$ cat config.mk
export PLATFORM = sky130hd
export DESIGN_NAME = weighted_sampler_sum_tree
export DESIGN_NICKNAME = d
export VERILOG_FILES = /design/src/rtl/wsst_pkg.sv /design/src/rtl/weighted_sampler_sum_tree.sv /design/src/rtl/wsst_node_ram.sv
export VERILOG_INCLUDE_DIRS = /design/src /design/src/rtl
export SDC_FILE = /design/constraint.sdc
export NUM_CORES = 2
export LEC_CHECK = 0
export ABC_CLOCK_PERIOD_IN_PS = 9500
export BUFFER_PORTS_ARGS = -buffer_cell sky130_fd_sc_hd__buf_2
export CAP_MARGIN = 20
export CORE_UTILIZATION = 45
export DETAILED_ROUTE_END_ITERATION = 10
export PLACE_DENSITY = 0.67
export SLEW_MARGIN = 15
export SYNTH_ARGS = -nofsm -noshare
export SYNTH_HDL_FRONTEND = slang
export SYNTH_SLANG_ARGS = --single-unit
$ cat constraint.sdc
create_clock -name clock -period 9.5 [get_ports clock]
set_clock_uncertainty 0.1 [all_clocks]
set_input_delay 2.375 -clock clock [delete_from_list [all_inputs] [get_ports clock]]
set_output_delay 2.375 -clock clock [all_outputs]
set_load 0.02 [all_outputs]
$ cat src/rtl/assert_macros.svh
// Assertion macros for the sum tree sampler RTL.
// Included by modules that carry concurrent assertions; no other dependencies.
`ifndef ASSERT_MACROS_SVH
`define ASSERT_MACROS_SVH

`ifndef SYNTHESIS

// Same-cycle implication under a synchronous reset.
`define WSST_ASSERT_IMPLY(label, clk, rst, ante, cons, msg) \
   label: assert property (@(posedge clk) disable iff (rst) (ante) |-> (cons)) \
      else $error(msg);

// Next-cycle implication under a synchronous reset.
`define WSST_ASSERT_NEXT(label, clk, rst, ante, cons, msg) \
   label: assert property (@(posedge clk) disable iff (rst) (ante) |=> (cons)) \
      else $error(msg);

`else

`define WSST_ASSERT_IMPLY(label, clk, rst, ante, cons, msg)
`define WSST_ASSERT_NEXT(label, clk, rst, ante, cons, msg)

`endif

`endif

$ cat src/rtl/wsst_pkg.sv
`timescale 1ns / 1ps
// Shared types and constants for the weighted sampler sum tree.
// No dependencies; used by wsst_node_ram and weighted_sampler_sum_tree.
package wsst_pkg;

   localparam int NUM_LEAVES = 32;
   localparam int LEVELS     = $clog2(NUM_LEAVES);
   localparam int NODE_BITS  = LEVELS + 1;
   localparam int NODES      = 2 * NUM_LEAVES;

   localparam int COUNT_BITS  = 16;
   localparam int SUM_BITS    = 21;
   localparam int DELTA_BITS  = 17;
   localparam int DRAW_BITS   = 21;
   localparam int DEST_BITS   = 5;
   localparam int OP_BITS     = 2;
   localparam int STATUS_BITS = 3;
   localparam int ACT_BITS    = 6;

   localparam int REQ_DATA_BITS = 48;
   localparam int RSP_DATA_BITS = 48;

   // Signed width that holds a count plus or minus a delta.
   localparam int CALC_BITS = ((COUNT_BITS > DELTA_BITS) ? COUNT_BITS : DELTA_BITS) + 2;

   localparam logic [ACT_BITS-1:0]  ACT_RESET = ACT_BITS'(32);
   localparam logic [CALC_BITS-1:0] COUNT_MAX = CALC_BITS'({COUNT_BITS{1'b1}});

   typedef enum logic [OP_BITS-1:0] {
      OP_ADD    = 2'd0,
      OP_CLEAR  = 2'd1,
      OP_SAMPLE = 2'd2,
      OP_READ   = 2'd3
   } op_type;

   typedef enum logic [STATUS_BITS-1:0] {
      ST_OK       = 3'd0,
      ST_EMPTY    = 3'd1,
      ST_BAD_DEST = 3'd2,
      ST_RANGE    = 3'd3,
      ST_DRAW     = 3'd4
   } status_type;

   // Access request from the sequencer to the node memory.
   typedef struct packed {
      logic                 wr_en;
      logic [NODE_BITS-1:0] wr_addr;
      logic [SUM_BITS-1:0]  wr_data;
      logic [NODE_BITS-1:0] rd_addr;
   } ram_req_type;

endpackage

$ cat src/rtl/weighted_sampler_sum_tree.sv
`timescale 1ns / 1ps
// Weighted sampler on a binary sum tree; one item in flight, one tree level per cycle, paced
// by the node memory's single registered read port. A bad destination, empty tree or draw too
// large ends at the lookup; a read or an out-of-range add ends after the leaf read; an add,
// clear or sample also walks the tree. The next item is taken once the result is registered,
// and a result still waiting on rsp holds the item behind it. Synchronous active-high reset:
// tree reads as all zero, active_outputs returns to 32. Uses wsst_pkg, wsst_node_ram, macros.
`include "assert_macros.svh"

module weighted_sampler_sum_tree (
   input  logic                               clock,
   input  logic                               reset,
   // request channel
   input  logic                               req_tvalid,
   output logic                               req_tready,
   input  logic [wsst_pkg::REQ_DATA_BITS-1:0] req_tdata,  // dest[4:0], delta[21:5], draw[42:22]
   input  logic [wsst_pkg::OP_BITS-1:0]       req_tuser,  // op[1:0]
   // result channel
   output logic                               rsp_tvalid,
   input  logic                               rsp_tready,
   output logic [wsst_pkg::RSP_DATA_BITS-1:0] rsp_tdata,  // chosen[4:0], leaf[20:5], total[41:21]
   output logic [wsst_pkg::STATUS_BITS-1:0]   rsp_tuser,  // status[2:0]
   // configuration: active_outputs
   input  logic                               csr_valid,
   output logic                               csr_ready,
   input  logic [wsst_pkg::ACT_BITS-1:0]      csr_data
);

   localparam int NB  = wsst_pkg::NODE_BITS;
   localparam int SB  = wsst_pkg::SUM_BITS;
   localparam int CB  = wsst_pkg::COUNT_BITS;
   localparam int XB  = wsst_pkg::CALC_BITS;
   localparam int PAD = wsst_pkg::RSP_DATA_BITS - SB - CB - wsst_pkg::DEST_BITS;

   typedef enum logic [2:0] {
      S_IDLE,
      S_LOOKUP,
      S_EVAL,
      S_UPDATE,
      S_WALK,
      S_LEAF,
      S_DONE
   } state_type;

   state_type                            state_ff, state_in;
   wsst_pkg::op_type                     op_ff, op_in;
   logic [wsst_pkg::DEST_BITS-1:0]       dest_ff, dest_in;
   logic signed [wsst_pkg::DELTA_BITS-1:0] delta_ff, delta_in;
   logic [wsst_pkg::DRAW_BITS-1:0]       draw_ff, draw_in;
   logic [wsst_pkg::ACT_BITS-1:0]        active_ff, active_in;
   logic [SB-1:0]                        total_ff, total_in;
   logic [NB-1:0]                        node_ff, node_in;
   logic [SB-1:0]                        rest_ff, rest_in;
   logic [SB-1:0]                        diff_ff, diff_in;
   wsst_pkg::status_type                 status_ff, status_in;
   logic [CB-1:0]                        leaf_ff, leaf_in;
   logic [wsst_pkg::DEST_BITS-1:0]       chosen_ff, chosen_in;
   logic                                 rsp_valid_ff, rsp_valid_in;
   logic [wsst_pkg::RSP_DATA_BITS-1:0]   rsp_data_ff, rsp_data_in;
   logic [wsst_pkg::STATUS_BITS-1:0]     rsp_user_ff, rsp_user_in;

   wsst_pkg::ram_req_type                ram_req;
   logic [SB-1:0]                        rd_data;

   logic                                 req_take;
   logic                                 dest_bad;
   logic [NB-1:0]                        leaf_addr;
   logic [CB-1:0]                        cur;
   logic signed [XB-1:0]                 cur_s;
   logic signed [XB-1:0]                 next_s;
   logic signed [XB-1:0]                 new_s;
   logic                                 out_of_range;
   logic                                 go_right;
   logic [NB-1:0]                        walk_node;
   logic [NB-1:0]                        parent;

   wsst_node_ram u_node_ram (
      .clock   (clock),
      .reset   (reset),
      .ram_req (ram_req),
      .rd_data (rd_data)
   );

   assign req_tready = (state_ff == S_IDLE);
   assign req_take   = req_tvalid && req_tready;
   assign csr_ready  = 1'b1;

   assign rsp_tvalid = rsp_valid_ff;
   assign rsp_tdata  = rsp_data_ff;
   assign rsp_tuser  = rsp_user_ff;

   // Reject a dest at or beyond active_outputs, or beyond the tree itself.
   assign dest_bad  = ({1'b0, dest_ff} >= active_ff) || (32'(dest_ff) >= wsst_pkg::NUM_LEAVES);
   assign leaf_addr = NB'(wsst_pkg::NUM_LEAVES) + NB'(dest_ff);

   // Leaf arithmetic for add and clear.
   assign cur          = rd_data[CB-1:0];
   assign cur_s        = $signed({{(XB - CB){1'b0}}, cur});
   assign next_s       = cur_s + XB'(delta_ff);
   assign out_of_range = next_s[XB-1] || (next_s > $signed(wsst_pkg::COUNT_MAX));
   assign new_s        = (op_ff == wsst_pkg::OP_ADD) ? next_s : '0;

   // Walk step: rd_data holds the left child of node_ff.
   assign go_right  = (rest_ff >= rd_data);
   assign walk_node = {node_ff[NB-2:0], go_right};
   assign parent    = node_ff >> 1;

   always_comb begin
      state_in     = state_ff;
      op_in        = op_ff;
      dest_in      = dest_ff;
      delta_in     = delta_ff;
      draw_in      = draw_ff;
      active_in    = active_ff;
      total_in     = total_ff;
      node_in      = node_ff;
      rest_in      = rest_ff;
      diff_in      = diff_ff;
      status_in    = status_ff;
      leaf_in      = leaf_ff;
      chosen_in    = chosen_ff;
      rsp_valid_in = rsp_valid_ff && !rsp_tready;
      rsp_data_in  = rsp_data_ff;
      rsp_user_in  = rsp_user_ff;
      ram_req      = '0;

      if (csr_valid && csr_ready) begin
         active_in = csr_data;
      end

      case (state_ff)
         S_IDLE: begin
            if (req_take) begin
               op_in     = wsst_pkg::op_type'(req_tuser);
               dest_in   = req_tdata[4:0];
               delta_in  = req_tdata[21:5];
               draw_in   = req_tdata[42:22];
               status_in = wsst_pkg::ST_OK;
               leaf_in   = '0;
               chosen_in = '0;
               state_in  = S_LOOKUP;
            end
         end
         S_LOOKUP: begin
            if (op_ff == wsst_pkg::OP_SAMPLE) begin
               if (total_ff == '0) begin
                  status_in = wsst_pkg::ST_EMPTY;
                  state_in  = S_DONE;
               end else if (draw_ff >= total_ff) begin
                  status_in = wsst_pkg::ST_DRAW;
                  state_in  = S_DONE;
               end else begin
                  // fetch the root's left child and start the descent
                  node_in         = NB'(1);
                  rest_in         = draw_ff;
                  ram_req.rd_addr = NB'(2);
                  state_in        = S_WALK;
               end
            end else if (dest_bad) begin
               status_in = wsst_pkg::ST_BAD_DEST;
               state_in  = S_DONE;
            end else begin
               ram_req.rd_addr = leaf_addr;
               state_in        = S_EVAL;
            end
         end
         S_EVAL: begin
            if (op_ff == wsst_pkg::OP_READ) begin
               leaf_in  = cur;
               state_in = S_DONE;
            end else if ((op_ff == wsst_pkg::OP_ADD) && out_of_range) begin
               status_in = wsst_pkg::ST_RANGE;
               state_in  = S_DONE;
            end else begin
               // write the leaf, then carry the difference up through every ancestor
               ram_req.wr_en   = 1'b1;
               ram_req.wr_addr = leaf_addr;
               ram_req.wr_data = SB'(new_s[CB-1:0]);
               ram_req.rd_addr = leaf_addr >> 1;
               leaf_in         = new_s[CB-1:0];
               diff_in         = SB'(new_s - cur_s);
               total_in        = total_ff + SB'(new_s - cur_s);
               node_in         = leaf_addr;
               state_in        = S_UPDATE;
            end
         end
         S_UPDATE: begin
            ram_req.wr_en   = 1'b1;
            ram_req.wr_addr = parent;
            ram_req.wr_data = rd_data + diff_ff;
            ram_req.rd_addr = node_ff >> 2;
            node_in         = parent;
            if (parent == NB'(1)) begin
               state_in = S_DONE;
            end
         end
         S_WALK: begin
            if (go_right) begin
               rest_in = rest_ff - rd_data;
            end
            node_in = walk_node;
            if (walk_node[NB-1]) begin
               // landed on a leaf: fetch its count
               ram_req.rd_addr = walk_node;
               state_in        = S_LEAF;
            end else begin
               ram_req.rd_addr = {walk_node[NB-2:0], 1'b0};
            end
         end
         S_LEAF: begin
            leaf_in   = rd_data[CB-1:0];
            chosen_in = wsst_pkg::DEST_BITS'(node_ff[NB-2:0]);
            state_in  = S_DONE;
         end
         S_DONE: begin
            // hold until the output register is free
            if (!rsp_valid_ff || rsp_tready) begin
               rsp_valid_in = 1'b1;
               rsp_data_in  = {{PAD{1'b0}}, total_ff, leaf_ff, chosen_ff};
               rsp_user_in  = status_ff;
               state_in     = S_IDLE;
            end
         end
         default: begin
            state_in = S_IDLE;
         end
      endcase
   end

   always_ff @(posedge clock) begin
      if (reset) begin
         state_ff     <= S_IDLE;
         active_ff    <= wsst_pkg::ACT_RESET;
         total_ff     <= '0;
         rsp_valid_ff <= 1'b0;
      end else begin
         state_ff     <= state_in;
         active_ff    <= active_in;
         total_ff     <= total_in;
         rsp_valid_ff <= rsp_valid_in;
      end
      op_ff       <= op_in;
      dest_ff     <= dest_in;
      delta_ff    <= delta_in;
      draw_ff     <= draw_in;
      node_ff     <= node_in;
      rest_ff     <= rest_in;
      diff_ff     <= diff_in;
      status_ff   <= status_in;
      leaf_ff     <= leaf_in;
      chosen_ff   <= chosen_in;
      rsp_data_ff <= rsp_data_in;
      rsp_user_ff <= rsp_user_in;
   end

   // A failed item reports neither a chosen output nor a count.
   `WSST_ASSERT_IMPLY(a_fail_zero, clock, reset,
      rsp_valid_ff && (rsp_user_ff != wsst_pkg::ST_OK), rsp_data_ff[20:0] == '0,
      "failed item carries nonzero leaf or chosen output")

   // A descent steered by a draw below the total lands on a leaf with a nonzero count.
   `WSST_ASSERT_NEXT(a_walk_nonzero, clock, reset, state_ff == S_LEAF, leaf_ff != '0,
      "sample landed on an empty leaf")

   // The ancestor update never runs past the root.
   `WSST_ASSERT_IMPLY(a_update_above_root, clock, reset, state_ff == S_UPDATE, node_ff > NB'(1),
      "ancestor update ran past the root")

endmodule

$ cat src/rtl/wsst_node_ram.sv
`timescale 1ns / 1ps
// Node memory of the sum tree: one write port, one registered read port.
// Per-entry valid bits make unwritten nodes read as zero after reset. Uses wsst_pkg.
module wsst_node_ram (
   input  logic                          clock,
   input  logic                          reset,
   input  wsst_pkg::ram_req_type         ram_req,
   output logic [wsst_pkg::SUM_BITS-1:0] rd_data
);

   logic [wsst_pkg::SUM_BITS-1:0] mem_ff [wsst_pkg::NODES];
   logic [wsst_pkg::NODES-1:0]    valid_ff;
   logic [wsst_pkg::SUM_BITS-1:0] rd_raw_ff;
   logic                          rd_valid_ff;

   always_ff @(posedge clock) begin
      if (ram_req.wr_en) begin
         mem_ff[ram_req.wr_addr] <= ram_req.wr_data;
      end
      rd_raw_ff <= mem_ff[ram_req.rd_addr];
   end

   always_ff @(posedge clock) begin
      if (reset) begin
         valid_ff    <= '0;
         rd_valid_ff <= 1'b0;
      end else begin
         if (ram_req.wr_en) begin
            valid_ff[ram_req.wr_addr] <= 1'b1;
         end
         rd_valid_ff <= valid_ff[ram_req.rd_addr];
      end
   end

   // A node never written since reset holds zero.
   assign rd_data = rd_valid_ff ? rd_raw_ff : '0;

endmodule
==> metrics.md <==
| Metric | Value |
|---|---|
| Commonest non-fill, non-tap cell in the layout | edfxtp_1 |
| Clk buf depth | 3 |
| Count of filler cells inserted in the layout | ~12k |
| Post-CTS Setup Bufs | 0 |
| Initial DRC count | about 4.4k |
| Remaining DRCs | 0 |
| Placed wire-length estimate | between 100 and 150 mm |
| Final period utilization | between 80% and 90% |
| Total GRT Usage | between 20% and 30% |
| Unrepaired setup endpoints after global routing | no |
| CTS tree | yes |
| Crit path capture type | register |
| Initial Utilization | roughly 45% |
| YS warnings | 0 |
| Max Cap Viol | 0 |
| Post-synthesis sequential area ratio | between 60% and 70% |
| Synth cell types | between 80 and 90 |
| First-pass GRT wire length | ~260 mm |
| Fmax | between 100 and 150 MHz |
| Crit-path max cell delay | around 0.81 ns |
| Status | complete, no violations |
| Setup TNS | 0 ns |
| Crit Path Class | reg -> reg |
| Cell family with most CP delay | buffers and inverters |
| Final Net Count | between 5k and 6k |
| Slew Limit Headroom | 27.56% |
| Port bufs | just over 100 |
| Hold_buf cts | 0 |
| GPL Wtd Cong | 0.9304 |
| Worst Max-Slew Pin Slew | 1.087 ns |
| Layout area overhead | 12.26% |
| Drt pass-1 iters | 8 |
| Worst endpoint required time | between 10 and 15 ns |
| Area leader, netlist | edfxtp_1 |
| Synth Area per Inst | 14.67 sq um |
| Crit start category | register |
| Synth top area cells | edfxtp_1, mux2i_1, dfxtp_1 |
| Remaining Overflow, GRT | 0 |
| Worst endpoint data arrival time | 8.21 ns |
| Most frequent cells in the layout | edfxtp_1, mux2i_1, nand2_1 |
| Most common cell on crit path | buf_4 |
| Synthesized flop and latch total | 1622 |
| Post-synth top area share | about two thirds |
| Die Area | 0.1544 sq mm |
| Slowest CP cell | dfxtp_1 |
| Post-synth EDFFs | between 1.5k and 2k |
| Min Tclk post-route | around 7.6 ns |
| TritonCTS Buffers | 158 |
| # setup viols final | 0 |
| Post-detailed-routing wire length | 179.3 mm |
| Syn Inst Count | ~4.7k |
| Crit path buf inv count | 5 |
| PD cells | about 320 mW/mm^2 |
| Largest net degree at the start of global routing | approximately 140 |
| Fraction of layout cells with a size suffix above 1 | roughly 15% |
| H-Tree Depth | 4 |
| Worst hold path type | reg -> reg |
| Vias/cell | roughly 5.9 |
| Clk root buf | clkbuf_16 |
| Worst VDD drop | around 0.32 mV |
| Antenna Nets Post-Route | 0 |
| # clock sinks | 1622 |
| Power Total | 24.68 mW |
| Diodes inserted | 0 |
| Die height | 393.0 microns |
| Clock Latency Late Sink | 0.80 ns |
| Post_cts resized | 0 |
| Post-Route Utilization | between 50% and 60% |
| Ys async rst share | 0% |
| Worst-path clk slew | ~0.07 ns |
| Count of pins over their slew limit | 0 |
| IO Pins | 115 |
| Avg WL per Cell | ~26 microns |
| Final hold violations | 0 |
| Core box area | about 0.15 sq mm |
| Post-Syn Area | ~0.069 sq mm |
| Leakage | 29.23 nW |
| Synth Flop Type | edfxtp_1 |
| Vias in the first global route | roughly 39k |
| Worst path cell trace | nand2_1, inv_1, ha_1, ha_1, a21oi_1, nor3_1, o2111ai_1, and3_1, mux2i_1, nand4_4, buf_4, o211a_4, buf_12, buf_4, buf_4, mux2i_1, o221a_2, a22oi_1, nand4_1, o31ai_1 |
| Die W | a little under 400 microns |
| Crit-path max FO | a little over 80 |
| # rows | roughly 140 |
| Antenna violations before repair | 4 |
| Via count | 41.20k |
final timing paths:
check	from	cells past startpoint	endpoint	slack [ns]
setup reg to reg	u_node_ram.rd_valid_ff$_SDFF_PP0_	20	u_node_ram.rd_raw_ff[17]$_DFF_P_	1.89
setup / recovery	u_node_ram.rd_valid_ff$_SDFF_PP0_	20	u_node_ram.rd_raw_ff[17]$_DFF_P_	1.89
hold / removal	leaf_ff[8]$_DFFE_PP_	0	rsp_tdata[13]$_DFFE_PP_	0.31
hold reg to reg	leaf_ff[8]$_DFFE_PP_	0	rsp_tdata[13]$_DFFE_PP_	0.31
logic make-up after synthesis:
kind of cell    after synthesis  synth area share (%)
buf+inv                     341                 2.543
flops                      1622                 69.10
other cells                   2               0.01092
compound gates              822                 8.789
simple gates               1072                 7.019
xor+xnor                     92                 1.171
fa+ha+maj                   114                 2.075
mux                         625                 9.292
cell type report:
cell class,instances,area (sq um),area share [%]
Clock buffer,200,4295,5.562
Timing Repair Buffer,247,1732,2.242
Multi-Input combinational cell,2732,20040,25.95
Sequential cell,1622,47540,61.55
Clock inverter,81,777.0,1.006
Inverter,82,307.8,0.3986
Tap cell,2030,2540,3.289
routing by layer:
metal,GRT usage [%],routed length [microns],vias to the layer above
met1,32.08,75900,20630
met3,4.259,15170,246
met5,0,27,-
met2,36.39,83180,1826
li1,-,-,18490
met4,7.089,4984,4
registers in the layout (all words and copies together), names as in the netlist, 2 cells and up:
signal and cells:
draw_ff 21, u_node_ram.mem_ff 1344, node_ff 6, leaf_ff 16
dest_ff 5, state_ff 3, active_ff 6, status_ff 3
chosen_ff 5, total_ff 21, op_ff 2, delta_ff 17
rest_ff 21, u_node_ram.valid_ff 64, diff_ff 20, u_node_ram.rd_raw_ff 21
rsp_tuser 3, rsp_tdata 42
worst reg2reg max path, stage by stage (launching register included):
cell and delay, ns:
dfxtp_1 0.81, nand2_1 0.26, inv_1 0.22, ha_1 0.29, ha_1 0.23, a21oi_1 0.05
nor3_1 0.39, o2111ai_1 0.21, and3_1 0.25, mux2i_1 0.25, nand4_4 0.23, buf_4 0.42
o211a_4 0.63, buf_12 0.49, buf_4 0.60, buf_4 0.58, mux2i_1 0.17, o221a_2 0.34
a22oi_1 0.36, nand4_1 0.41, o31ai_1 0.22
cell usage after synthesis, types with 48 or more instances:
cell	instances
a21oi_1	194
a22oi_1	49
buf_2	59
buf_4	55
clkbuf_1	106
dfxtp_1	117
edfxtp_1	1505
ha_1	110
inv_1	80
mux2_2	89
mux2i_1	534
nand2_1	499
nand3_1	207
nor2_1	159
o21a_1	78
o21ai_0	84
o221a_2	48
o221ai_1	86
xnor2_1	62
stage by stage:
| step | worst slack [ns] | hold slack [ns] | cells | cell area (sq um) |
|---|---|---|---|---|
| after floorplan | 2.507 | 0.3003 | 4695 | 68810 |
| final | 1.888 | 0.3135 | 6994 | 77230 |
| after CTS | 1.946 | 0.3147 | 6993 | 77210 |
| after global routing | 1.567 | 0.3130 | 6994 | 77230 |
| after global placement | 2.112 | 0.3012 | 6712 | 72140 |
| after detailed placement | 1.994 | 0.3045 | 6712 | 72140 |
power breakdown:
group / internal [mW] / switching, mW
Sequential: 8.51 / 0.357
Clock: 3.51 / 2.66
Combinational: 3.26 / 6.40
Power figures use the tool's default switching activity.
